==> src/rtl/isr_pkg.sv <==
package isr_pkg;

  localparam int SAMPLE_BITS = 16;
  localparam int MAX_BURST   = 64;
  localparam int TIME_W      = 64;
  localparam int PER_W       = 26;
  localparam int GAP_W       = 30;
  localparam int CFG_W       = 30;
  localparam int NUM_LANES   = 6;
  localparam int PROD_W      = SAMPLE_BITS + GAP_W;
  localparam int CNT_W       = $clog2(MAX_BURST + 1);
  localparam int LSTEP_W     = $clog2(SAMPLE_BITS + 2);
  localparam int SSTEP_W     = $clog2(GAP_W + 1);

  localparam logic [PER_W-1:0] PERIOD_RST = 26'd1000000;
  localparam logic [GAP_W-1:0] GAP_RST    = 30'd50000000;

  localparam logic CFG_PERIOD = 1'b0;
  localparam logic CFG_GAP    = 1'b1;

  // Lane order follows the remapped axes (a, b, c) = (x, -z, y).
  localparam int LN_GA = 0;
  localparam int LN_GB = 1;
  localparam int LN_GC = 2;
  localparam int LN_AA = 3;
  localparam int LN_AB = 4;
  localparam int LN_AC = 5;

  typedef enum logic [1:0] {
    EV_SAMPLE = 2'd0,
    EV_FIRST  = 2'd1,
    EV_GAP    = 2'd2,
    EV_ORDER  = 2'd3
  } ev_t;

  typedef enum logic [2:0] {
    S_IDLE,
    S_DECIDE,
    S_EVENT,
    S_TICK,
    S_LANE,
    S_SKIP
  } st_t;

  typedef logic signed [SAMPLE_BITS-1:0] smp_t;
  typedef logic [NUM_LANES-1:0][SAMPLE_BITS-1:0] smp_vec_t;

  typedef struct packed {
    logic             load;
    logic [GAP_W-1:0] num;
    logic [GAP_W-1:0] den;
  } lane_cmd_t;

  typedef struct packed {
    logic             load;
    logic [GAP_W-1:0] dvd;
    logic [PER_W-1:0] dvs;
  } skip_cmd_t;

  typedef struct packed {
    logic push;
    ev_t  ev;
    logic last;
  } mrg_cmd_t;

  // Negation that saturates the most negative code to the most positive one.
  function automatic smp_t neg_sat(input smp_t v);
    if (v == {1'b1, {(SAMPLE_BITS-1){1'b0}}}) begin
      return {1'b0, {(SAMPLE_BITS-1){1'b1}}};
    end
    return -v;
  endfunction

endpackage

==> src/rtl/isr_skip.sv <==
module isr_skip import isr_pkg::*; (
  input  logic             clk,
  input  logic             rst_n,
  input  skip_cmd_t        cmd,
  output logic             done,
  output logic [PER_W-1:0] rem
);

  localparam logic [SSTEP_W-1:0] LAST_STEP = SSTEP_W'(GAP_W - 1);

  logic               run_r;
  logic               done_r;
  logic [SSTEP_W-1:0] step_r;
  logic [PER_W-1:0]   rem_r;
  logic [GAP_W-1:0]   sh_r;
  logic [PER_W-1:0]   dvs_r;

  logic [PER_W:0]     trial;
  logic [PER_W:0]     trial_sub;
  logic               ge;
  logic [PER_W-1:0]   rem_nxt;

  assign trial     = {rem_r, sh_r[GAP_W-1]};
  assign trial_sub = trial - {1'b0, dvs_r};
  assign ge        = (trial >= {1'b0, dvs_r});
  assign rem_nxt   = ge ? trial_sub[PER_W-1:0] : trial[PER_W-1:0];

  always_ff @(posedge clk) begin
    if (!rst_n) begin
      run_r  <= 1'b0;
      done_r <= 1'b0;
      step_r <= '0;
    end else if (cmd.load) begin
      run_r  <= 1'b1;
      done_r <= 1'b0;
      step_r <= '0;
    end else if (run_r) begin
      step_r <= step_r + 1'b1;
      if (step_r == LAST_STEP) begin
        run_r  <= 1'b0;
        done_r <= 1'b1;
      end
    end
  end

  always_ff @(posedge clk) begin
    if (cmd.load) begin
      rem_r <= '0;
      sh_r  <= cmd.dvd;
      dvs_r <= cmd.dvs;
    end else if (run_r) begin
      rem_r <= rem_nxt;
      sh_r  <= {sh_r[GAP_W-2:0], 1'b0};
    end
  end

  assign done = done_r;
  assign rem  = rem_r;

endmodule

==> config.mk <==
export PLATFORM = sky130hd
export DESIGN_NAME = isr_skip
export DESIGN_NICKNAME = d
export VERILOG_FILES = /design/src/rtl/isr_pkg.sv /design/src/rtl/isr_skip.sv
export SDC_FILE = /design/constraint.sdc
export NUM_CORES = 1
export LEC_CHECK = 0
export ABC_AREA = 1
export CORE_MARGIN = 2
export CORE_UTILIZATION = 50
export DETAILED_ROUTE_END_ITERATION = 7
export DONT_BUFFER_PORTS = 1
export PLACE_DENSITY_LB_ADDON = 0.15
export SYNTH_ARGS = -nofsm -noshare
export SYNTH_HDL_FRONTEND = slang
export SYNTH_SLANG_ARGS = --single-unit
==> constraint.sdc <==
create_clock -name clk -period 2.1 [get_ports clk]
set_input_delay 0 -clock clk [delete_from_list [all_inputs] [get_ports clk]]
set_output_delay 0 -clock clk [all_outputs]
set_load 0.02 [all_outputs]
== After elaboration in Yosys (flattened, before gate mapping) ==
Cells that the tools add are included.
Storage, ports and cells
  register bits after elaboration: 89
  bits in latches: 0
  memory bits (writable): 0
  ROM bits: 0
  input bits: 59
  output and inout port bits: 27
  word-level logic and storage cells: 20
  memories kept: 0
Operators by class
  $add $sub $neg: 2
  multipliers: 0
  divide/modulo/power cells: 0
  order comparisons: 1
  eq/ne operators: 1
  shift-type cells: 0
  mux-type cells: 6
  bitwise logic cells: 1
  reduce and logical (&&, ||, !) cells: 3
Operator list (number)
  $mux 30: 2
  $ge 27x26->1: 1
  $mux 26: 1
  $sub 26x26->26: 1
  $add 5x1->5 const B: 1
  $eq 5x5->1 const B: 1
  $mux 1: 3
  $reduce_and 2->1: 1
  $reduce_bool 2->1: 1
  $reduce_or 2->1: 1
  $not 1->1: 1

== Logic depth before layout (Yosys ltp) ==
  word-level depth: 4
  depth in mapped cells: 15

== Worst setup path before layout ==
Ideal clock, no wire load.
  kind: reg-to-reg
  from: reg run_r
  to: reg sh_r[0], enable pin
  library setup time: 406 ps
  arrival time: 1692 ps
  required time: 1694 ps
  setup slack: 2 ps
  stages on the path, launching flop included: 5
  cell sequence: dfxtp_1 buf_2 nor2_1 inv_1 clkbuf_1
On the way
  longest elaborated chain between the ends: 1
Ends and longest elaborated chain
  from (decl): RTL line isr_skip.sv:11  | logic run_r;
  from (signal assigned): RTL line isr_skip.sv:30  | run_r <= 1'b0;
  from (signal assigned): RTL line isr_skip.sv:34  | run_r <= 1'b1;
  from (signal assigned): RTL line isr_skip.sv:40  | run_r <= 1'b0;
  $reduce_bool 2->1 (no source line)
  to (signal assigned): RTL line isr_skip.sv:49  | sh_r <= cmd.dvd;
  to (signal assigned): RTL line isr_skip.sv:53  | sh_r <= {sh_r[GAP_W-2:0], 1'b0};
  to (decl): RTL line isr_skip.sv:15  | logic [GAP_W-1:0] sh_r;
No other way between the ends.
A chain may end at the register's enable or synchronous reset.

== Final worst setup path ==
  from: reg dvs_r[17]
  to: reg rem_r[23] (netlist: rem[23])
On the way
  longest elaborated chain between the ends: 2
  elaborated cells between the ends (all ways): 3
Ends and longest elaborated chain
  from (decl): RTL line isr_skip.sv:16  | logic [PER_W-1:0] dvs_r;
  from (signal assigned): RTL line isr_skip.sv:50  | dvs_r <= cmd.dvs;
  $sub 26x26->26 / $ge 27x26->1 (equally long branches): RTL line isr_skip.sv:24, isr_skip.sv:25
  $mux 26 (*): RTL line isr_skip.sv:26  | assign rem_nxt = ge ? trial_sub[PER_W-1:0] : trial[PER_W-1:0];
  to (signal assigned): RTL line isr_skip.sv:52  | rem_r <= rem_nxt;
  to (decl): RTL line isr_skip.sv:14  | logic [PER_W-1:0] rem_r;
Mark *: on every way between the ends. The rest lies on a longest branch, timed or not.

==> results list <==
* Drt drc: 0
- TritonCTS built the clock tree.
- In the synthesized netlist the dominant register cell turns out to be edfxtp_1.
- Startpoint type of the worst setup path: register
* Clock buffer count from CTS: 9
- Area enclosed by the die boundary: 12400 um2
- Cell accounting for the most synthesized area: edfxtp_1
- R2R depth: 14
- In the final routing, the length of wire on met1 measures 7240 um.
- In the routed layout, each cell is associated on average with a via count of 5.06.
* Status: finished clean
- Setup violations remaining at the end of the flow were counted as 0.
- The number of nets in the synthesized netlist is 898.
- Across every metal layer, demand over resource in global routing totals 26.2%.
* Final Max Slew Viols: 0
- Post-synthesis register bit count: 89
- Register clock-pin slew on the reported worst setup and hold paths: 0.07 ns
* Y dimension of the die: 111 um
- Maximum number of buffers from clock root to sink: 2
- Total count of hold-check failures in the final report: 0
* Headroom to the max-slew limit: 60.8%
- Crit path time final: 2.03 ns
- Final hold analysis gives a worst-case slack of 0.0319 ns.
* Floorplan core area: 11300 um2
* Endpoint arrival time on the critical path: 2.32 ns
* Kind of critical path: register to register
- Counting every sink on the clock net gives 89.
- Post-detail-place hpwl: 11400 um
* Data required time of the critical path: 2.39 ns
* Drt total wl: 16500 um
- Routed wire length per instance: 15.4 um
- Maximum vdd drop: 584 uV
* Area delta synth->final: 34.0%
- Maximum fanout encountered on the critical timing path: 7
- Number of antenna-violating nets in the routed design: 0
- The repair_antennas step left the layout with diodes totalling 0.
- Routed length on met3: 1010 um
- Total power for the finished layout comes to 4.27 mW.
- Timing-limited maximum frequency: 492 MHz
- In this run, synthesis inferred 56 flip-flops with an integrated enable.
- The floorplan step set the die width to 111 um.
* Period utilisation layout: 96.7%
- FILL cells: 938
- Vias post-DR: 5412
* Number of antenna violations at the first check in global routing: 0
- Number of max-cap violations: 0
- In this run the biggest area consumer among cell types represents 29.3% of the synthesized area.
* Clock Tree Root: clkbuf_16
* Starting utilization of the core area: 50.7%
- Synthesis produced a netlist whose cell count is 810.
- Slew at the pin closest to its max-slew limit: 0.588 ns
* Via count of the first global-routing pass: 5320
- I/O pin count: 86
- In this run the worst hold path is classified as primary input to register.
* Routed length on met2: 7960 um
- The first routing iteration left 355 violations.
- Clock latency on the worst-skew pair: 0.35 ns
- After detailed routing, no signal wire sits above met4.
- After floorplanning, the core was divided into 39 placement rows.
- Most frequent cell after synthesis: nand2_1
- The first global-routing pass estimated 25700 um of wire.
- STA classifies the critical path endpoint as a register.
* Remaining Overflow, GRT: 0
* GPL Wtd Cong: 0.994
- Post-synthesis instance area: 5740 um2
- The finished layout holds 1069 standard cells, fillers aside.
- Yosys attributes the largest share of cell area to edfxtp_1 (29%), nand2_1 (21%), dfxtp_1 (12%).
- Yosys cell types: 33
- Averaged over all synthesized cells, the footprint is 7.09 um2.
* Register area share after synthesis: 40.8%
- Areal power density over the cells: 555 nW/um2
- After the last flow step, the layout net total stands at 1009.
- Detailed-router iteration count before antenna repair: 5
- The Yosys step of the flow raised 0 warnings.
* Maximum level of the CTS H-tree: 3
- The commonest cells after synthesis are nand2_1 (319), inv_1 (157), edfxtp_1 (56).
- Largest net degree at the start of global routing: 57
- After synthesis, the share of flip-flops with an asynchronous set or reset is 0%.
- Along the worst hold path, the cell count comes to 1.
* Number of port buffers: 0
- Static power due to leakage: 3.72 nW
- Placed insts: 988
- Between clock sinks in the finished design, the worst skew comes to 0.00832 ns.
- Of the cells placed in the final design, the portion with a size suffix greater than 1 is 19.2%.
cells by family after synthesis:
family	after synthesis	share of synthesized area, %
compound gates	33	3.20
simple gates	468	35.5
xor+xnor	13	1.98
fa+ha+maj	29	6.45
flops	89	40.8
buf+inv	178	12.1
per-layer routing:
layer | GRT usage (%) | vias to the layer above
met2 | 44.0 | 147
met4 | 9.05 | 0
li1 | - | 2749
met5 | 0 | -
met1 | 33.1 | 2499
met3 | 6.40 | 17
layout make-up:
class	count	area [um2]	share of cell area (%)
clock inverter	6	66.3	0.862
multi-input combinational	543	3150	40.9
tap	143	179	2.32
inverter	158	593	7.71
sequential	89	2340	30.4
timing repair buffer	120	1140	14.8
clock buffer	10	229	2.98
sequential cells by signal, indices dropped and copies added, names as in the netlist:
name and cells:
done 1, sh_r 30, step_r 5, rem 26
run_r 1, dvs_r 26
power breakdown:
group / switching (mW) / internal (mW) / leakage [nW]
sequential: 0.0398 / 1.98 / 0.829
clock: 0.698 / 0.925 / 0.135
combinational: 0.348 / 0.277 / 2.75
total: 1.09 / 3.19 / 3.72
through the flow:
step	setup WS [ns]	util, %	instance area (um2)	setup TNS, ns
2_1_floorplan	0.00194	-	5740	0
3_5_place_dp	-0.0745	55.3	6260	-0.103
4_1_cts	0.0117	63.3	7160	0
5_1_grt	-0.0279	68.0	7700	-0.0395
3_3_place_gp	-0.0815	55.3	6260	-0.105
6_report	0.0689	68.0	7700	0
timing repair:
| action | CTS | global route |
|---|---|---|
| hold buffers | 58 | 0 |
| cloned | 0 | 2 |
| resized for setup | 5 | 96 |
| setup buffers | 0 | 5 |
| pin swaps | 0 | 25 |
| setup endpoints to repair | 7 | 26 |
| endpoints found under the hold margin | 89 | 0 |
cells in the final DEF, fill, tap and decap left out, types with 3 or more instances in the layout:
| cell | n |
|---|---|
| nand2_1 | 298 |
| inv_1 | 137 |
| dlygate4sd3_1 | 57 |
| edfxtp_1 | 56 |
| buf_4 | 54 |
| nand3_1 | 48 |
| dfxtp_1 | 33 |
| nand4_1 | 32 |
| nor2_1 | 30 |
| ha_4 | 24 |
| inv_2 | 21 |
| nand2_2 | 16 |
| a21oi_1 | 13 |
| nor2_2 | 11 |
| xnor2_1 | 11 |
| clkbuf_16 | 11 |
| nand3_2 | 10 |
| o21ai_1 | 8 |
| nand2_4 | 7 |
| o21ai_0 | 6 |
| ha_1 | 4 |
| buf_6 | 4 |
| nand3b_1 | 3 |
| nand3_4 | 3 |
| nor3_1 | 3 |
| clkinvlp_4 | 3 |
worst paths after layout:
kind	from	to	slack (ns)
max	dvs_r[17]$_DFFE_PP_	rem[23]$_SDFFE_PP0P_	0.07
min	cmd[56]	dvs_r[17]$_DFFE_PP_	0.03
max reg2reg	dvs_r[17]$_DFFE_PP_	rem[23]$_SDFFE_PP0P_	0.07
min reg2reg	sh_r[28]$_DFFE_PP_	sh_r[29]$_DFFE_PP_	0.51
critical path, stage by stage (launching register included):
cell and delay (ns):
edfxtp_1 0.37, inv_1 0.10, ha_4 0.23, nand2_4 0.10, inv_2 0.03, nand2_1 0.05
nand2_1 0.07, inv_1 0.07, nand2_2 0.07, a21oi_4 0.23, nand3_4 0.19, buf_12 0.20
nand3_4 0.07, nand3_2 0.08, nand2_2 0.09
Power figures use the tool's default switching activity.
