--- src/rtl/isr_pkg.sv ---
package isr_pkg;

  localparam int SAMPLE_BITS = 16;
  localparam int MAX_BURST   = 64;
  localparam int TIME_W      = 64;
  localparam int PER_W       = 26;
  localparam int GAP_W       = 30;
  localparam int CFG_W       = 30;
  localparam int NUM_LANES   = 6;
  localparam int PROD_W      = SAMPLE_BITS + GAP_W;
  localparam int CNT_W       = $clog2(MAX_BURST + 1);
  localparam int LSTEP_W     = $clog2(SAMPLE_BITS + 2);
  localparam int SSTEP_W     = $clog2(GAP_W + 1);

  localparam logic [PER_W-1:0] PERIOD_RST = 26'd1000000;
  localparam logic [GAP_W-1:0] GAP_RST    = 30'd50000000;

  localparam logic CFG_PERIOD = 1'b0;
  localparam logic CFG_GAP    = 1'b1;

  // Lane order follows the remapped axes (a, b, c) = (x, -z, y).
  localparam int LN_GA = 0;
  localparam int LN_GB = 1;
  localparam int LN_GC = 2;
  localparam int LN_AA = 3;
  localparam int LN_AB = 4;
  localparam int LN_AC = 5;

  typedef enum logic [1:0] {
    EV_SAMPLE = 2'd0,
    EV_FIRST  = 2'd1,
    EV_GAP    = 2'd2,
    EV_ORDER  = 2'd3
  } ev_t;

  typedef enum logic [2:0] {
    S_IDLE,
    S_DECIDE,
    S_EVENT,
    S_TICK,
    S_LANE,
    S_SKIP
  } st_t;

  typedef logic signed [SAMPLE_BITS-1:0] smp_t;
  typedef logic [NUM_LANES-1:0][SAMPLE_BITS-1:0] smp_vec_t;

  typedef struct packed {
    logic             load;
    logic [GAP_W-1:0] num;
    logic [GAP_W-1:0] den;
  } lane_cmd_t;

  typedef struct packed {
    logic             load;
    logic [GAP_W-1:0] dvd;
    logic [PER_W-1:0] dvs;
  } skip_cmd_t;

  typedef struct packed {
    logic push;
    ev_t  ev;
    logic last;
  } mrg_cmd_t;

  // Negation that saturates the most negative code to the most positive one.
  function automatic smp_t neg_sat(input smp_t v);
    if (v == {1'b1, {(SAMPLE_BITS-1){1'b0}}}) begin
      return {1'b0, {(SAMPLE_BITS-1){1'b1}}};
    end
    return -v;
  endfunction

endpackage

--- src/rtl/isr_lane.sv ---
module isr_lane import isr_pkg::*; (
  input  logic      clk,
  input  logic      rst_n,
  input  lane_cmd_t cmd,
  input  smp_t      prev_smp,
  input  smp_t      cur_smp,
  output logic      done,
  output smp_t      res
);

  localparam logic [LSTEP_W-1:0] LAST_STEP = LSTEP_W'(SAMPLE_BITS + 1);

  logic                    run_r;
  logic                    done_r;
  logic [LSTEP_W-1:0]      step_r;
  logic                    neg_r;
  logic [SAMPLE_BITS-1:0]  mag_r;
  logic [SAMPLE_BITS-1:0]  base_r;
  logic [GAP_W-1:0]        num_r;
  logic [GAP_W-1:0]        den_r;
  logic [PROD_W-1:0]       prod_r;
  logic [GAP_W-1:0]        rem_r;
  logic [SAMPLE_BITS-1:0]  quo_r;
  logic [SAMPLE_BITS-1:0]  res_r;

  logic signed [SAMPLE_BITS:0] diff;
  logic signed [SAMPLE_BITS:0] diff_abs;
  logic [PROD_W:0]             divd;
  logic [GAP_W:0]              trial;
  logic [GAP_W:0]              trial_sub;
  logic                        ge;
  logic [GAP_W-1:0]            rem_nxt;
  logic [SAMPLE_BITS-1:0]      quo_nxt;
  logic [SAMPLE_BITS:0]        base_ext;
  logic [SAMPLE_BITS:0]        q_ext;
  logic [SAMPLE_BITS:0]        sum;

  assign diff     = {cur_smp[SAMPLE_BITS-1], cur_smp} - {prev_smp[SAMPLE_BITS-1], prev_smp};
  assign diff_abs = diff[SAMPLE_BITS] ? -diff : diff;

  // Rounding is folded in by adding half the divisor before the division.
  assign divd = {1'b0, prod_r} + (PROD_W + 1)'(den_r >> 1);

  // One restoring step per cycle; the partial remainder always stays below den.
  assign trial     = {rem_r, quo_r[SAMPLE_BITS-1]};
  assign trial_sub = trial - {1'b0, den_r};
  assign ge        = (trial >= {1'b0, den_r});
  assign rem_nxt   = ge ? trial_sub[GAP_W-1:0] : trial[GAP_W-1:0];
  assign quo_nxt   = {quo_r[SAMPLE_BITS-2:0], ge};

  assign base_ext = {base_r[SAMPLE_BITS-1], base_r};
  assign q_ext    = {1'b0, quo_nxt};
  assign sum      = neg_r ? (base_ext - q_ext) : (base_ext + q_ext);

  always_ff @(posedge clk) begin
    if (!rst_n) begin
      run_r  <= 1'b0;
      done_r <= 1'b0;
      step_r <= '0;
    end else if (cmd.load) begin
      run_r  <= 1'b1;
      done_r <= 1'b0;
      step_r <= '0;
    end else if (run_r) begin
      step_r <= step_r + 1'b1;
      if (step_r == LAST_STEP) begin
        run_r  <= 1'b0;
        done_r <= 1'b1;
      end
    end
  end

  always_ff @(posedge clk) begin
    if (cmd.load) begin
      neg_r  <= diff[SAMPLE_BITS];
      mag_r  <= diff_abs[SAMPLE_BITS-1:0];
      base_r <= prev_smp;
      num_r  <= cmd.num;
      den_r  <= cmd.den;
    end
    if (run_r) begin
      if (step_r == '0) begin
        prod_r <= mag_r * num_r;
      end else if (step_r == LSTEP_W'(1)) begin
        rem_r <= divd[PROD_W-1:SAMPLE_BITS];
        quo_r <= divd[SAMPLE_BITS-1:0];
      end else begin
        rem_r <= rem_nxt;
        quo_r <= quo_nxt;
      end
      if (step_r == LAST_STEP) begin
        res_r <= sum[SAMPLE_BITS-1:0];
      end
    end
  end

  assign done = done_r;
  assign res  = res_r;

endmodule

--- config.mk ---
export PLATFORM = sky130hd
export DESIGN_NAME = isr_lane
export DESIGN_NICKNAME = d
export VERILOG_FILES = /design/src/rtl/isr_pkg.sv /design/src/rtl/isr_lane.sv
export SDC_FILE = /design/constraint.sdc
export NUM_CORES = 2
export LEC_CHECK = 0
export ABC_AREA = 0
export ABC_CLOCK_PERIOD_IN_PS = 9300
export BUFFER_PORTS_ARGS = -buffer_cell sky130_fd_sc_hd__buf_2
export CORE_ASPECT_RATIO = 1.1
export CORE_MARGIN = 8
export CORE_UTILIZATION = 65
export DETAILED_ROUTE_END_ITERATION = 7
export PLACE_DENSITY = 0.79
export SYNTH_ARGS = -nofsm -noshare
export SYNTH_HDL_FRONTEND = slang
export SYNTH_SLANG_ARGS = --single-unit
--- constraint.sdc ---
create_clock -name clk -period 9.3 [get_ports clk]
set_input_delay 1.86 -clock clk [delete_from_list [all_inputs] [get_ports clk]]
set_output_delay 1.86 -clock clk [all_outputs]
set_load 0.05 [all_outputs]
======== Word level (Yosys, flattened, before mapping) ========
Index checks and enable logic that the tools add are counted.
word-level totals
  output and inout bits ................... 17
  logic and storage cells ................. 38
  input bits .............................. 95
  register bits ........................... 208
cells by class
  add/subtract/negate cells ............... 7
  bitwise gates (word level) .............. 2
  $mul .................................... 1
  muxes and demuxes ....................... 8
  reduce and logical (&&, ||, !) cells .... 5
  eq/ne operators ......................... 2
  order comparisons ....................... 1
operator list
  cell                                                                   number
  30-bit 2-to-1 mux                                                      2
  16-bit 2-to-1 mux                                                      3
  46-bit by 29-bit adder with 46-bit output                              1
  16-bit by 30-bit multiplier with 46-bit output                         1
  31-bit by 30-bit greater-or-equal comparator with 1-bit output         1
  30-bit subtractor                                                      1
  16-bit by 16-bit subtractor with 17-bit output                         1
  16-bit adder                                                           1
  16-bit negation                                                        1
  16-bit subtractor                                                      1
  2-bit AND reduction                                                    3
  5-bit by 1-bit adder with 5-bit output, second input constant          1
  5-bit by 1-bit equality test with 1-bit output, second input constant  1
  5-bit equality test, second input constant                             1
  5-bit zero test                                                        1
  1-bit 2-to-1 mux                                                       3
  1-bit NOT                                                              2
  2-bit OR reduction                                                     1

======== Logic depth before layout (Yosys ltp) ========
  depth in word-level cells ............... 4
  mapped depth ............................ 24
  depth with buffers taken out ............ 23

======== Worst setup path before layout ========
OpenSTA, ideal clock, no wires.
  path kind ............................... register to register
  start point ............................. reg num_r[10]
  end point ............................... reg prod_r[40] (data pin)
  data arrival time ....................... 5.994 ns
  path buffers ............................ 1
  path slack .............................. 3.048 ns
  required time ........................... 9.042 ns
  setup time .............................. 0.258 ns
  stages on the path, launching flop included .. 21
  clock period less this slack ............ 6.252 ns
  path through ............................ edfxtp_1 > clkbuf_1 > nand2_1 > fa_1 > fa_1 > fa_1 > fa_1 > inv_1 > fa_1 > inv_1 > fa_1 > inv_1 > ha_1 > a21o_1 > a41o_1 > o211a_1 > o311ai_1 > a21boi_1 > or2_1 > a31o_2 > xnor2_1
on the way
  longest elaborated chain between the ends .. 1
RTL lines
  item                                            RTL line        source
  start, declared                                 isr_lane.sv:19  logic [GAP_W-1:0] num_r;
  start signal, assigned                          isr_lane.sv:78  num_r <= cmd.num;
  16-bit by 30-bit multiplier with 46-bit output  isr_lane.sv:83  prod_r <= mag_r * num_r;
  end signal, assigned                            isr_lane.sv:83
  end, declared                                   isr_lane.sv:21  logic [PROD_W-1:0] prod_r;
No other way between the ends.
A chain may end at the register's enable or synchronous reset.

======== Worst setup path in the final report ========
  start point ............................. reg mag_r[1]
  end point ............................... reg prod_r[44] (data pin)
on the way
  longest elaborated chain between the ends .. 1
RTL lines
  item                                            RTL line        source
  start, declared                                 isr_lane.sv:17  logic [SAMPLE_BITS-1:0] mag_r;
  start signal, assigned                          isr_lane.sv:76  mag_r <= diff_abs[SAMPLE_BITS-1:0];
  16-bit by 30-bit multiplier with 46-bit output  isr_lane.sv:83
No other way between the ends.

==> metrics.txt <==
RSZ-0062 raised after global routing false; vias per inst 5.94; Final Skew 0.0238 ns; CTS root buf clkbuf_16; Avg WL per Cell 20.5 um; largest net degree at the start of global routing 63; flops & latches, synth 208; post_cts resized 0; Worst Path Required 9.61 ns; multi-input logic area 19,300 um2; Worst slew margin 0.191; MaxCap Viol Count 0; GR Overflow Total 0; Worst-Skew Late Latency 0.57 ns; count of cell types in the netlist 82; gate count of the mapped netlist 2,937; Post-synth EDFFs 201; final max-slew violation count 0; crit path capture type flip-flop; Sink Count 208; Max Root-Sink Buffers 3; CTS Hold Bufs 0; core area 42,200 um2; initial antenna violation count 0; Worst-path clk slew 0.06 ns; Hold WC Path Type flip-flop to flip-flop; Initial Util 0.658; Post-route DRC 0; final setup TNS 0 ns; YS warnings 0; crit path launch type flip-flop; Storage cell area 6180 um2; sequential fraction of the synthesis area 0.222; # setup viols final 0; Worst-Margin Slew 1.21 ns; Antenna Nets Post-Route 0; setup bufs post-CTS 0; routability cong. 0.975; async set or reset register ratio after synthesis 0; Worst Setup SP mag_r[1]$_DFFE_PP_; H-tree Lvls 1; min-delay src done$_SDFFE_PP0P_; Tcrit/Tclk final 0.806; hpwl dp 57,400 um; Primary FF master, synth edfxtp_1; die footprint 49,600 um2; antenna fix cells 0; minimum clock period 7.50 ns; critical path type flip-flop to flip-flop; routed vias 21,100; fmax 0.133 GHz; PortBufs 111; Syn-to-layout area delta 6.43%; global-route total usage across every layer 0.301; CTS tree built; Mapped Nets 3,639; vias in the first global route 22,700; total iterations of the first detailed-routing run 5; Die H 233 um; share of cells above drive strength 1 0.0655; drt total wl 73,100 um; Die W 213 um; Worst EP arrival 7.80 ns; run status complete, no violations; Ports 112; DRT iter0 DRCs 1,462; synthesized area 27,800 um2; FF-to-FF Start mag_r[1]$_DFFE_PP_; first-pass GRT wire length 118,000 um; Crit Path Max Fanout 30; final net count 3,679; final number of hold-violating endpoints 0; Mapped Avg Cell Area 9.46 um2; CTS buffer count 25; site row count 79; Layout fillers 3,245
## sequential cells by signal (all words and copies together) (netlist names)
| signal | count |
|---|---|
| rem_r | 30 |
| prod_r | 46 |
| done | 1 |
| quo_r | 16 |
| den_r | 30 |
| step_r | 5 |
| run_r | 1 |
| neg_r | 1 |
| mag_r | 16 |
| base_r | 16 |
| num_r | 30 |
| res | 16 |
## layer usage
metal | track usage | vias to the layer above | share of wire
li1 | - | 9559 | -
met2 | 0.526 | 899 | 0.50
met5 | 0 | - | 0
met4 | 0.127 | 0 | 0.046
met1 | 0.368 | 10500 | 0.39
met3 | 0.0450 | 222 | 0.064
## synthesized netlist by cell type, types with 18 or more instances
cell type | number | share of area
a21oi_1 | 128 | 0.023
fa_1 | 394 | 0.28
nor2_1 | 89 | 0.012
xor2_1 | 41 | 0.013
nand2_1 | 402 | 0.054
a21o_1 | 56 | 0.015
nand3_1 | 31 | 0.0056
clkbuf_1 | 101 | 0.014
edfxtp_1 | 201 | 0.22
xnor2_1 | 115 | 0.036
o21a_1 | 18 | 0.0049
o21ai_0 | 71 | 0.013
and3_1 | 20 | 0.0045
and2_1 | 211 | 0.048
inv_1 | 515 | 0.070
nor3_1 | 37 | 0.0067
ha_1 | 213 | 0.096
## placed cells by master (no fill, tap or decap), drive strengths merged, types with 7 or more instances in the layout
| cell | instances |
|---|---|
| a211o | 9 |
| a211oi | 17 |
| a21boi | 9 |
| a21o | 56 |
| a21oi | 130 |
| a22oi | 9 |
| a31oi | 15 |
| and2 | 211 |
| and3 | 20 |
| buf | 123 |
| clkbuf | 29 |
| clkinv | 11 |
| dfxtp | 7 |
| edfxtp | 201 |
| fa | 394 |
| ha | 213 |
| inv | 517 |
| mux2i | 7 |
| nand2 | 402 |
| nand2b | 13 |
| nand3 | 31 |
| nand4 | 16 |
| nor2 | 90 |
| nor2b | 15 |
| nor3 | 38 |
| nor4 | 11 |
| o211ai | 14 |
| o21a | 18 |
| o21ai | 76 |
| o21bai | 15 |
| o31ai | 11 |
| or2 | 9 |
| or3 | 14 |
| xnor2 | 115 |
| xor2 | 41 |
## kinds of logic after synthesis
| kind of cell | count (synthesis) | share of synthesized area |
|---|---|---|
| simple gates | 895 | 0.157 |
| xor+xnor | 156 | 0.0492 |
| mux | 10 | 0.00374 |
| flops | 208 | 0.222 |
| fa+ha+maj | 607 | 0.380 |
| buf+inv | 627 | 0.0853 |
| compound gates | 434 | 0.103 |
## final cells by class
type,instances,area share
Multi-Input combinational cell,2102,0.651
Clock inverter,15,0.00685
Inverter,517,0.0656
Sequential cell,208,0.209
Timing Repair Buffer,123,0.0219
Clock buffer,29,0.0217
Tap cell,567,0.0240
## final timing paths
path,endpoint,slack (ns),depth (start not counted)
setup / recovery,prod_r[44]$_DFFE_PP_,1.80,20
hold / removal,done$_SDFFE_PP0P_,0.47,2
setup reg to reg,prod_r[44]$_DFFE_PP_,1.80,20
hold reg to reg,done$_SDFFE_PP0P_,0.47,2
## through the flow
stage | instances | hold WS [ns] | util | setup slack [ns] | cell area (um2)
finish | 3561 | 0.474 | 0.701 | 1.80 | 29600
floorplan | 2937 | 0.510 | - | 3.05 | 27800
global route | 3561 | 0.490 | 0.701 | 1.56 | 29600
global placement | 3517 | 0.453 | 0.681 | 2.18 | 28700
detailed placement | 3517 | 0.466 | 0.681 | 1.99 | 28700
CTS | 3561 | 0.480 | 0.701 | 1.95 | 29600
## worst max-delay path: stages, from the launching register on
cell and delay (ns):
edfxtp_1 1.13, nand2_1 0.21, fa_1 0.55, fa_1 0.53, fa_1 0.52, inv_1 0.06
fa_1 0.49, fa_1 0.50, inv_1 0.05, fa_1 0.50, inv_1 0.05, ha_1 0.36
a21oi_1 0.23, o211ai_1 0.18, o21ai_0 0.30, a21oi_1 0.14, o311ai_1 0.48, a21boi_1 0.27
a32oi_1 0.31, mux2i_1 0.24, o211ai_1 0.12
Power is not shown: default switching activity piles up to over one toggle a cycle in this logic, so the estimate is an artifact.
