[config.mk]
export PLATFORM = sky130hd
export DESIGN_NAME = isr_merge
export DESIGN_NICKNAME = d
export VERILOG_FILES = /design/src/rtl/isr_pkg.sv /design/src/rtl/isr_merge.sv
export SDC_FILE = /design/constraint.sdc
export NUM_CORES = 1
export LEC_CHECK = 0
export BUFFER_PORTS_ARGS = -buffer_cell sky130_fd_sc_hd__buf_4
export CAP_MARGIN = 20
export CORE_AREA = 2 2 118 120
export CTS_BUF_LIST = sky130_fd_sc_hd__clkbuf_2 sky130_fd_sc_hd__clkbuf_4 sky130_fd_sc_hd__clkbuf_8
export CTS_CLUSTER_SIZE = 24
export DETAILED_ROUTE_END_ITERATION = 10
export DIE_AREA = 0 0 120 122
export PLACE_DENSITY = 0.77
export SLEW_MARGIN = 20
export SYNTH_ARGS = -nofsm -noshare
export SYNTH_HDL_FRONTEND = slang
export SYNTH_SLANG_ARGS = --single-unit
[constraint.sdc]
create_clock -name clk -period 1.5 [get_ports clk]
set_input_delay 0.3 -clock clk [delete_from_list [all_inputs] [get_ports clk]]
set_output_delay 0.3 -clock clk [all_outputs]
set_load 0.01 [all_outputs]
[src/rtl/isr_pkg.sv]
package isr_pkg;

  localparam int SAMPLE_BITS = 16;
  localparam int MAX_BURST   = 64;
  localparam int TIME_W      = 64;
  localparam int PER_W       = 26;
  localparam int GAP_W       = 30;
  localparam int CFG_W       = 30;
  localparam int NUM_LANES   = 6;
  localparam int PROD_W      = SAMPLE_BITS + GAP_W;
  localparam int CNT_W       = $clog2(MAX_BURST + 1);
  localparam int LSTEP_W     = $clog2(SAMPLE_BITS + 2);
  localparam int SSTEP_W     = $clog2(GAP_W + 1);

  localparam logic [PER_W-1:0] PERIOD_RST = 26'd1000000;
  localparam logic [GAP_W-1:0] GAP_RST    = 30'd50000000;

  localparam logic CFG_PERIOD = 1'b0;
  localparam logic CFG_GAP    = 1'b1;

  // Lane order follows the remapped axes (a, b, c) = (x, -z, y).
  localparam int LN_GA = 0;
  localparam int LN_GB = 1;
  localparam int LN_GC = 2;
  localparam int LN_AA = 3;
  localparam int LN_AB = 4;
  localparam int LN_AC = 5;

  typedef enum logic [1:0] {
    EV_SAMPLE = 2'd0,
    EV_FIRST  = 2'd1,
    EV_GAP    = 2'd2,
    EV_ORDER  = 2'd3
  } ev_t;

  typedef enum logic [2:0] {
    S_IDLE,
    S_DECIDE,
    S_EVENT,
    S_TICK,
    S_LANE,
    S_SKIP
  } st_t;

  typedef logic signed [SAMPLE_BITS-1:0] smp_t;
  typedef logic [NUM_LANES-1:0][SAMPLE_BITS-1:0] smp_vec_t;

  typedef struct packed {
    logic             load;
    logic [GAP_W-1:0] num;
    logic [GAP_W-1:0] den;
  } lane_cmd_t;

  typedef struct packed {
    logic             load;
    logic [GAP_W-1:0] dvd;
    logic [PER_W-1:0] dvs;
  } skip_cmd_t;

  typedef struct packed {
    logic push;
    ev_t  ev;
    logic last;
  } mrg_cmd_t;

  // Negation that saturates the most negative code to the most positive one.
  function automatic smp_t neg_sat(input smp_t v);
    if (v == {1'b1, {(SAMPLE_BITS-1){1'b0}}}) begin
      return {1'b0, {(SAMPLE_BITS-1){1'b1}}};
    end
    return -v;
  endfunction

endpackage

[src/rtl/isr_merge.sv]
module isr_merge import isr_pkg::*; (
  input  logic     clk,
  input  logic     rst_n,
  input  mrg_cmd_t cmd,
  input  smp_vec_t lane_res,
  input  smp_vec_t cur_smp,
  output logic     ready,
  output logic     out_valid,
  input  logic     out_ready,
  output ev_t      out_ev,
  output smp_vec_t out_smp,
  output logic     out_last
);

  logic     vld_r;
  ev_t      ev_r;
  smp_vec_t smp_r;
  logic     last_r;
  smp_vec_t sel;

  // The output register frees up in the same cycle its beat is taken.
  assign ready = !vld_r || out_ready;

  always_comb begin
    case (cmd.ev)
      EV_SAMPLE: sel = lane_res;
      EV_ORDER:  sel = '0;
      default:   sel = cur_smp;
    endcase
  end

  always_ff @(posedge clk) begin
    if (!rst_n) begin
      vld_r <= 1'b0;
    end else if (cmd.push) begin
      vld_r <= 1'b1;
    end else if (out_ready) begin
      vld_r <= 1'b0;
    end
  end

  always_ff @(posedge clk) begin
    if (cmd.push) begin
      ev_r   <= cmd.ev;
      smp_r  <= sel;
      last_r <= cmd.last;
    end
  end

  assign out_valid = vld_r;
  assign out_ev    = ev_r;
  assign out_smp   = smp_r;
  assign out_last  = last_r;

  ap_push_ready: assert property (@(posedge clk) disable iff (!rst_n)
    cmd.push |-> ready)
    else $error("merge pushed while a beat was still held");

  ap_order_zero: assert property (@(posedge clk) disable iff (!rst_n)
    (cmd.push && cmd.ev == EV_ORDER) |=> (out_smp == '0 && out_last))
    else $error("out-of-order beat carries sample data");

endmodule

Word level (Yosys, flattened, before mapping). Index checks and enable logic that the tools add are counted.

Register bits: 100.

Reductions and logical operators: 4. Mux-type cells: 3. Eq/ne operators: 1.

Operator list (number): $pmux W96 S2 (1); $eq A2 B2 Y1 const B (1); $logic_not A2 Y1 (1); $mux W1 (2); $reduce_bool A2 Y1 (1); $logic_not A1 Y1 (1); $logic_or A1 B1 Y1 (1).

Logic depth before layout (Yosys ltp). Gate-level depths: netlist of run 1.

Depth after elaboration: 2. Mapped depth: 7.

Worst setup path after synthesis of run 1. Ideal clock, no wire load.

Path kind: input -> register. From: input cmd[1] (netlist name). To: register smp_r (netlist bit out_smp[71]) (data pin). Data required time: 1.233 ns. Arrival: 1.040 ns. Path buffers: 2. Stages: 6. Slack: 0.193 ns. Setup time: 0.267 ns. Path through: inv_1 -> ha_1 -> buf_2 -> buf_2 -> nand2_1 -> o21ai_0.

RTL lines: start, declared (line isr_merge.sv:4) `input mrg_cmd_t cmd,`; end signal, assigned (line isr_merge.sv:45) `smp_r <= sel;`; end, declared (line isr_merge.sv:17) `smp_vec_t smp_r;`.

Worst setup path in the final report of run 1.
From: register ev_r[1], in the netlist out_ev[1]. To: output out_ev[1].

RTL lines: start, declared (line isr_merge.sv:16) `ev_t ev_r;`; start signal, assigned (line isr_merge.sv:44) `ev_r <= cmd.ev;`; end, declared (line isr_merge.sv:10) `output ev_t out_ev,`.

No word-level cell between the ends.

==> results of run 1 <==
## final timing paths
path,cells after the start,end,slack [ps],start
worst max-delay path,1,out_ev[1],280,out_ev[1]
worst min-delay path,1,out_last,100,cmd[0]
worst max register to register,2,out_valid,870,out_valid
worst min register to register,2,out_valid,520,out_valid
## report_power, final
group          switching (W)  leakage [nW]  total, W  internal [W]
logic               0.000702          2.02   0.00154      0.000840
registers          0.0000746         0.966   0.00348       0.00341
clock network       0.000952        0.0828   0.00155      0.000595
total                0.00173          3.07   0.00657       0.00484
## layer usage
metal	up-vias	global-route usage, %	wire length (um)
met5	-	0	0
met4	0	6.25	210
met3	15	5.57	1290
met2	190	27.9	6410
met1	1795	18.9	4570
li1	2029	-	-
## cell usage after synthesis
cell	number	area share [%]
nand2_1	192	16
dfxtp_1	1	0.45
edfxtp_1	99	67
nand2b_1	1	0.14
buf_4	1	0.17
buf_6	5	1.3
o21ai_1	40	4.5
clkbuf_1	1	0.085
ha_1	1	0.28
o21ai_0	56	6.3
a21boi_0	1	0.17
inv_1	3	0.25
buf_2	25	2.8
## cell type report
| cell class | count | area [um^2] |
|---|---|---|
| multi-input cells | 291 | 1240 |
| inverters | 3 | 11.3 |
| well taps | 180 | 225 |
| repair buffers | 312 | 2440 |
| flip-flops and latches | 100 | 2990 |
| fillers | 1252 | 6430 |
| clock inverters | 7 | 42.5 |
| clock buffers | 9 | 124 |
## cell families (layout without fill, tap and decap cells)
group / count (synthesis) / in the layout
buffers and inverters: 35 / 331
adder cells (fa/ha/maj): 1 / 1
AO/OA/AOI/OAI: 97 / 97
AND/OR/NAND/NOR: 193 / 193
flip-flops: 100 / 100
## sequential cells by signal (all words and copies together), names as in the netlist
signal	cells
out_smp	96
out_last	1
out_valid	1
out_ev	2
## stage by stage
step | std cells | hold slack [ps] | setup WS, ps | setup TNS (ps) | total power [W]
floorplan | 426 | 399 | 193 | 0 | 0.00409
global placement | 886 | 481 | 21.8 | 0 | 0.00508
finish | 902 | 100 | 278 | 0 | 0.00657
global route | 902 | 79.4 | 217 | 0 | 0.00691
CTS | 902 | 77.9 | 234 | 0 | 0.00664
detailed placement | 886 | 482 | -16.7 | -22.5 | 0.00510
==> impl_metrics.py, run 1 <==
metrics = {
    "route": {
        "viasPerCell": 4.47,
        "ant_nets": 0,
        "vias": 4029,
        "first_pass_iters": 7,
        "first_iter_violations": 258,
        "drc": 0,
        "routedWlPerCell_um": 13.8,
        "wl_um": 12500,
    },
    "timing": {
        "final-setup-viol-count": 0,
        "max_freq_mhz": 818,
        "min_period_ps": 1220,
        "tightestPinTransition_ps": 351,
        "slew-limit-headroom_pct": 76.6,
        "finClkSkew_ps": 0,
        "grt_setup_unrepaired": "no",
        "slew_viol_final": 0,
        "fin_crit_sh_pct": 81.5,
        "hold_violations": 0,
    },
    "clock_tree": {
        "cts_setup_buffers": 0,
        "post_cts_resized": 0,
        "cts_sinks": 100,
        "cts_inserted_buffers": 9,
        "clk_path_buf_depth": 2,
        "clk_latency_ps": 370,
        "clk_pin_slew_ps": 90,
        "tritoncts": "built",
        "htreeDepth": 3,
        "cts.hold.buffers_added": 0,
        "root_buffer": "clkbuf_8",
    },
    "final_layout": {
        "layout_common_cells": "buf_4 (304), nand2_1 (192), edfxtp_1 (99)",
        "post-route-util_pct": 52.4,
        "final_cell_area_um2": 7080,
        "drive_above_1_share_pct": 45.4,
        "nets": 917,
        "n_antenna_cell": 0,
        "syn_to_final_growth_pct": 60.0,
        "final_common_cell": "buf_4",
    },
    "global_route": {
        "overflow": 0,
        "grt_pass1_vias": 3631,
        "grtUsageTotal_pct": 16.3,
        "grt_start_max_net_pins": 97,
        "antenna_found_initial": 0,
        "grt_pass1_wl_um": 18400,
    },
    "place": {
        "placed_area_um2": 6910,
        "port_buffers": 299,
        "gp_congestion": 0.810,
        "hpwl_um": 9610,
    },
    "floorplan": {
        "die_h_um": 122,
        "io_pins": 300,
        "initial_utilization_pct": 32.8,
        "dieWidth_um": 120,
        "core_area_um2": 13500,
        "die_area_um2": 14600,
        "rows": 43,
    },
    "setup_path": {
        "path_buf_inv": 1,
        "criticalPathCategory": "register to output port",
        "cp.required_ps": 1200,
        "cp-start-kind": "register",
        "cp_cell_sequence": "buf_4",
        "worstPathArrival_ps": 920,
        "cpMaxStageDelayCell": "edfxtp_1",
        "crit_path_max_fanout": 1,
        "cpPeakStageDelay_ps": 390,
        "crit_path_end_kind": "output port",
        "cp_top_family": "flip-flops",
    },
    "flow_run": {
        "drv_cap": 0,
    },
    "pwr": {
        "p_per_area_nw_per_um2": 928,
        "ir_drop_uv": 436,
        "p_leak_nw": 3.07,
    },
    "logic_synthesis": {
        "syn_nets": 626,
        "syn-mean-instance-area_um2": 10.4,
        "yosys_warnings": 0,
        "synth_xor_area_share_pct": 0,
        "synth_cells": 426,
        "ys_seq_area_share_pct": 67.6,
        "synthAdderAreaFrac_pct": 0.283,
        "synth.area.mux_share_pct": 0,
        "synthSimpleGateAreaFrac_pct": 16.4,
        "syn_area_um2": 4420,
        "synth-compound-area-share_pct": 11.0,
        "ys_ff_latch": 100,
        "synth_top_family_by_area": "simple AND/OR/NAND/NOR gates",
        "netlist-cell-type-count": 13,
    },
    "outcome": {
        "status": "completed",
    },
    "hold_path": {
        "worstHoldPathType": "input port to register",
    },
}
(Power assumes the default switching activity.)
==> run 2, diff against run 1 <==
- CORE_AREA: 2 2 118 120 -> unset
- CORE_ASPECT_RATIO: unset -> 0.6
- CORE_UTILIZATION: unset -> 39
- DIE_AREA: 0 0 120 122 -> unset
- PLACE_DENSITY: 0.77 -> 0.9
- clock period: 1.5 -> 1.1 ns (I/O delays scaled with it)
==> run 2 against run 1 <==
  * The run now ends with negative setup slack left
  * Flip-flop and latch count did not move
  * Utilization rose by 16 points
  * Via count rose by 3.0%
  * Critical path depth did not move
  * Count of clock-buffer cells in the layout rose by 2
  * Hold slack got worse by 41 ps
  * Combinational power rose by 52%
  * Final cell count fell by 5.0%
  * Cell area rose by 4.2%
  * Worst setup slack got worse by 330 ps
  * Non-clock buffer count fell by 4
  * Clock skew did not move
==> impl_metrics.py, run 2 (synthesis gave the netlist of run 1 again) <==
metrics = {
    "floorplan": {
        "die_area_um2": 11800,
        "dieWidth_um": 140,
        "rows": 29,
        "io_pins": 300,
        "core_area_um2": 10800,
        "initial_utilization_pct": 40.9,
        "die_h_um": 84.5,
    },
    "global_route": {
        "antenna_found_initial": 0,
        "grtUsageTotal_pct": 22.5,
        "grt_start_max_net_pins": 67,
        "grt_pass1_wl_um": 20400,
        "grt_pass1_vias": 4141,
        "overflow": 0,
    },
    "setup_path": {
        "crit_path_end_kind": "output port",
        "criticalPathCategory": "register to output port",
        "reg2reg_depth": 2,
        "crit_start": "out_smp[44]",
        "cp_cell_sequence": "buf_6",
        "cp_top_family": "flip-flops",
        "r2r-start": "out_valid",
        "rrSetupSlack_ps": 390,
        "worstPathArrival_ps": 930,
        "cp.required_ps": 880,
        "cpPeakStageDelay_ps": 430,
        "crit_path_max_fanout": 1,
        "cp-start-kind": "register",
        "reg2reg_to": "out_valid",
        "cpMaxStageDelayCell": "edfxtp_1",
        "path_buf_inv": 1,
    },
    "outcome": {
        "violations": "negative setup slack",
        "status": "finished, violations left",
    },
    "hold_path": {
        "holdPathStages": 1,
        "worstHoldPathType": "input port to register",
        "whs_endpoint": "out_ev[0]",
        "hold_path_startpoint": "cmd[1]",
    },
    "timing": {
        "holdWs_ps": 59.0,
        "slew_viol_final": 0,
        "grt_setup_unrepaired": "yes",
        "finClkSkew_ps": 0,
        "tightestPinTransition_ps": 294,
        "slew-limit-headroom_pct": 80.4,
        "hold_violations": 0,
        "fin_ws_ps": -47.1,
        "final-setup-viol-count": 60,
        "min_period_ps": 1150,
        "max_freq_mhz": 872,
        "fin_crit_sh_pct": 104,
    },
    "pwr": {
        "p_per_area_nw_per_um2": 1270,
        "p_leak_nw": 3.17,
        "ir_drop_uv": 665,
    },
    "final_layout": {
        "layout_common_cells": "buf_4 (206), nand2_1 (192), edfxtp_1 (99)",
        "drive_above_1_share_pct": 45.5,
        "final_common_cell": "buf_4",
        "fin_cells": 857,
        "post-route-util_pct": 68.2,
        "syn_to_final_growth_pct": 66.8,
        "nets": 913,
        "largest_reg_flops": 96,
        "n_antenna_cell": 0,
    },
    "place": {
        "gp_congestion": 0.804,
        "port_buffers": 299,
        "hpwl_um": 9880,
        "dp_slack_ps": -265,
        "placedCellCount": 840,
    },
    "route": {
        "first_iter_violations": 180,
        "wl_um": 13400,
        "first_pass_iters": 4,
        "ant_nets": 0,
        "routedWlPerCell_um": 15.6,
        "vias": 4149,
        "drc": 0,
        "viasPerCell": 4.84,
    },
    "clock_tree": {
        "tritoncts": "built",
        "cts_inserted_buffers": 9,
        "cts_sinks": 100,
        "clk_path_buf_depth": 2,
        "clk_latency_ps": 350,
        "root_buffer": "clkbuf_8",
        "clk_pin_slew_ps": 100,
        "htreeDepth": 3,
    },
    "flow_run": {
        "drv_cap": 0,
    },
}
==> run 2: cell types whose count changed in the layout (fill, tap and decap cells not counted), sizes merged <==
| cell | before | now |
|---|---|---|
| buf | 312 | 307 |
| dlygate4sd3 | 0 | 1 |
| clkbuf | 9 | 11 |
| inv | 4 | 3 |
| clkinv | 4 | 3 |
==> run 2: worst max path at each step <==
stage	end	slack, ps	cells past startpoint
2_1_floorplan	out_smp[71]	-2	6
3_3_place_gp	out_smp[80]	-250	5
4_1_cts	out_smp[44]	-70	1
5_1_grt	out_smp[65]	-90	1
6_report	out_smp[44]	-50	1
3_5_place_dp	out_smp[64]	-260	5
==> run 2: final cells by class <==
cell class                      instances  area (um^2)
Fill cell                             784         3430
Sequential cell                       100         2990
Timing Repair Buffer                  308         2760
Multi-Input combinational cell        291         1240
Tap cell                              139          174
Clock buffer                           11          145
Clock inverter                          5         37.5
Inverter                                3         23.8
==> run 2: stage by stage <==
stage,cell area [um^2],total power (W),setup TNS (ps)
floorplan,4590,0.00574,-2.11
global placement,6840,0.00692,-20150
detailed placement,6840,0.00700,-22500
CTS,7290,0.00938,-3350
global route,7380,0.00979,-5990
finish,7380,0.00935,-822
==> run 2: where the power goes <==
part	leakage [nW]	total, W	switching, W	internal, W
logic	2.12	0.00234	0.00101	0.00133
registers	0.966	0.00484	0.000178	0.00466
clock network	0.0889	0.00217	0.00125	0.000915
==> run 2: worst register-to-register path, stage by stage (launching register included) <==
cell and delay [ps]:
dfxtp_2 340, nand2b_1 80, a21boi_0 210
==> run 2: routing by layer <==
metal / vias up / GRT usage [%] / part of all wire [%]
li1: 2022 / - / -
met1: 1924 / 24.7 / 38
met2: 181 / 41.8 / 54
met3: 22 / 6.73 / 7.2
met4: 0 / 7.07 / 1.7
met5: - / 0 / 0
==> run 2: what timing repair did <==
item | CTS | global route
resized for setup | 73 | 21
hold endpoints to repair | 0 | 1
setup buffers | 0 | 0
setup endpoints to repair | 100 | 100
hold buffers | 0 | 1
==> run 3, diff against run 2 <==
- GPL_TIMING_DRIVEN: unset -> 0
- MAX_ROUTING_LAYER: unset -> met4
==> run 3 against run 2 <==
  * The run still ends with negative setup slack left
  * Critical endpoint is now out_smp[14]
  * Total power rose by 6.3%
  * Critical path type unchanged
  * Largest power group unchanged
  * First-iteration DRC count rose by 21%
  * Wire length rose by 7.1%
  * Highest routed layer unchanged
==> impl_metrics.py, run 3 (synthesis gave the netlist of run 1 again) <==
metrics = {
    "clock_tree": {
        "root_buffer": "clkbuf_8",
        "cts_setup_buffers": 0,
        "clk_path_buf_depth": 2,
        "cts.hold.buffers_added": 0,
        "htreeDepth": 3,
        "cts_inserted_buffers": 9,
        "tritoncts": "built",
        "clk_pin_slew_ps": 90,
        "cts_sinks": 100,
        "clk_latency_ps": 350,
    },
    "pwr": {
        "power_w": 0.00994,
        "ir_drop_uv": 639,
        "seq_power_share_pct": 48.8,
        "pwr-share-clk_pct": 25.8,
        "p_int_w": 0.00746,
        "power_frac_comb_pct": 25.4,
        "p_leak_nw": 3.31,
        "switching_power_w": 0.00248,
        "p_per_area_nw_per_um2": 1310,
        "swShare_pct": 25.0,
    },
    "final_layout": {
        "syn_to_final_growth_pct": 71.7,
        "largest_reg_flops": 96,
        "layout_common_cells": "buf_4 (201), nand2_1 (192), buf_6 (122)",
        "n_antenna_cell": 0,
        "fin_cells": 880,
        "final_common_cell": "buf_4",
        "fillers": 772,
        "nets": 936,
        "drive_above_1_share_pct": 47.4,
    },
    "route": {
        "routedWlPerCell_um": 16.2,
        "drc": 0,
        "viasPerCell": 4.92,
        "wl_um": 14300,
        "ant_nets": 0,
        "vias": 4333,
        "first_iter_violations": 218,
        "first_pass_iters": 5,
    },
    "setup_path": {
        "crit_path_end_kind": "output port",
        "cpPeakStageDelay_ps": 430,
        "r2r-start": "out_valid",
        "cp.required_ps": 880,
        "crit_start": "out_smp[14]",
        "criticalPathCategory": "register to output port",
        "cp_top_family": "flip-flops",
        "cpMaxStageDelayCell": "edfxtp_1",
        "cp-start-kind": "register",
        "worstPathArrival_ps": 930,
        "cp_cell_sequence": "buf_6",
        "crit_path_max_fanout": 1,
        "rrSetupSlack_ps": 420,
        "path_buf_inv": 1,
    },
    "global_route": {
        "antenna_found_initial": 0,
        "grt_start_max_net_pins": 101,
        "overflow": 0,
        "grt_pass1_vias": 4285,
        "grtUsageTotal_pct": 24.7,
        "grt_pass1_wl_um": 21600,
    },
    "floorplan": {
        "rows": 29,
        "initial_utilization_pct": 40.9,
        "die_h_um": 84.5,
        "io_pins": 300,
        "die_area_um2": 11800,
        "core_area_um2": 10800,
        "dieWidth_um": 140,
    },
    "timing": {
        "grt_setup_unrepaired": "yes",
        "slew_viol_final": 0,
        "hold_violations": 0,
        "fin_crit_sh_pct": 104,
        "fin_ws_ps": -48.0,
        "tightestPinTransition_ps": 915,
        "finClkSkew_ps": 0,
        "max_freq_mhz": 871,
        "slew-limit-headroom_pct": 39.0,
        "final-setup-viol-count": 57,
        "holdWs_ps": 51.3,
        "min_period_ps": 1150,
    },
    "place": {
        "gp_congestion": 0.873,
        "placedCellCount": 864,
        "port_buffers": 299,
        "dp_slack_ps": -280,
        "hpwl_um": 10600,
    },
    "outcome": {
        "violations": "negative setup slack",
        "status": "finished, violations left",
    },
    "hold_path": {
        "worstHoldPathType": "input port to register",
        "hold_path_startpoint": "cmd[0]",
    },
    "flow_run": {
        "drv_cap": 0,
    },
}
[run 3: cell count changes in the layout (fill, tap and decap cells not counted), sizes merged]
| cell | previous run | this run |
|---|---|---|
| buf | 307 | 330 |
| clkinv | 3 | 0 |
| bufinv | 0 | 2 |
| clkbuf | 11 | 13 |
| dlygate4sd3 | 1 | 0 |
[run 3: final timing paths]
kind | to | cells after the start
max | out_smp[14] | 1
min | out_last | 1
max reg2reg | out_valid | 2
min reg2reg | out_valid | 2
[run 3: layout make-up]
cell class | instances | area (um^2) | share of cell area [%]
flip-flops and latches | 100 | 2990 | 39.4
well taps | 139 | 174 | 2.29
clock inverters | 4 | 75.1 | 0.988
plain buffers | 32 | 330 | 4.35
clock buffers | 12 | 146 | 1.93
multi-input cells | 291 | 1240 | 16.3
repair buffers | 299 | 2610 | 34.4
inverters | 3 | 23.8 | 0.313
[run 3: power by group through the flow]
| stage | Combinational [W] | Clock (W) | Sequential (W) |
|---|---|---|---|
| after floorplan | 0.000692 | 0 | 0.00505 |
| after global placement | 0.00224 | 0 | 0.00484 |
| after detailed placement | 0.00231 | 0 | 0.00486 |
| after CTS | 0.00247 | 0.00263 | 0.00483 |
| after global routing | 0.00269 | 0.00278 | 0.00489 |
| final | 0.00252 | 0.00257 | 0.00485 |
[run 3: metal layers]
layer / wire (um) / GRT usage (%) / vias up
met5: 0 / - / -
met3: 1050 / 5.36 / 18
met4: 180 / 5.86 / 0
met1: 5600 / 30.1 / 2015
li1: - / - / 2065
met2: 7470 / 42.0 / 235
[run 3: through the flow]
step                      setup TNS [ps]  cell area, um^2  utilization (%)
final                               -853             7600             70.2
after global routing               -5820             7600             70.2
after CTS                          -3050             7510             69.5
after detailed placement          -45170             7010             64.8
after global placement            -67930             7010             64.8
after floorplan                    -2.11             4590                -
[run 3: repair_timing]
item / 4_1_cts / 5_1_grt
gates resized for setup: 76 / 22
cloned: 0 / 0
hold endpoints to repair: 0 / 0
pin swaps: 0 / 0
setup endpoints to repair: 100 / 100
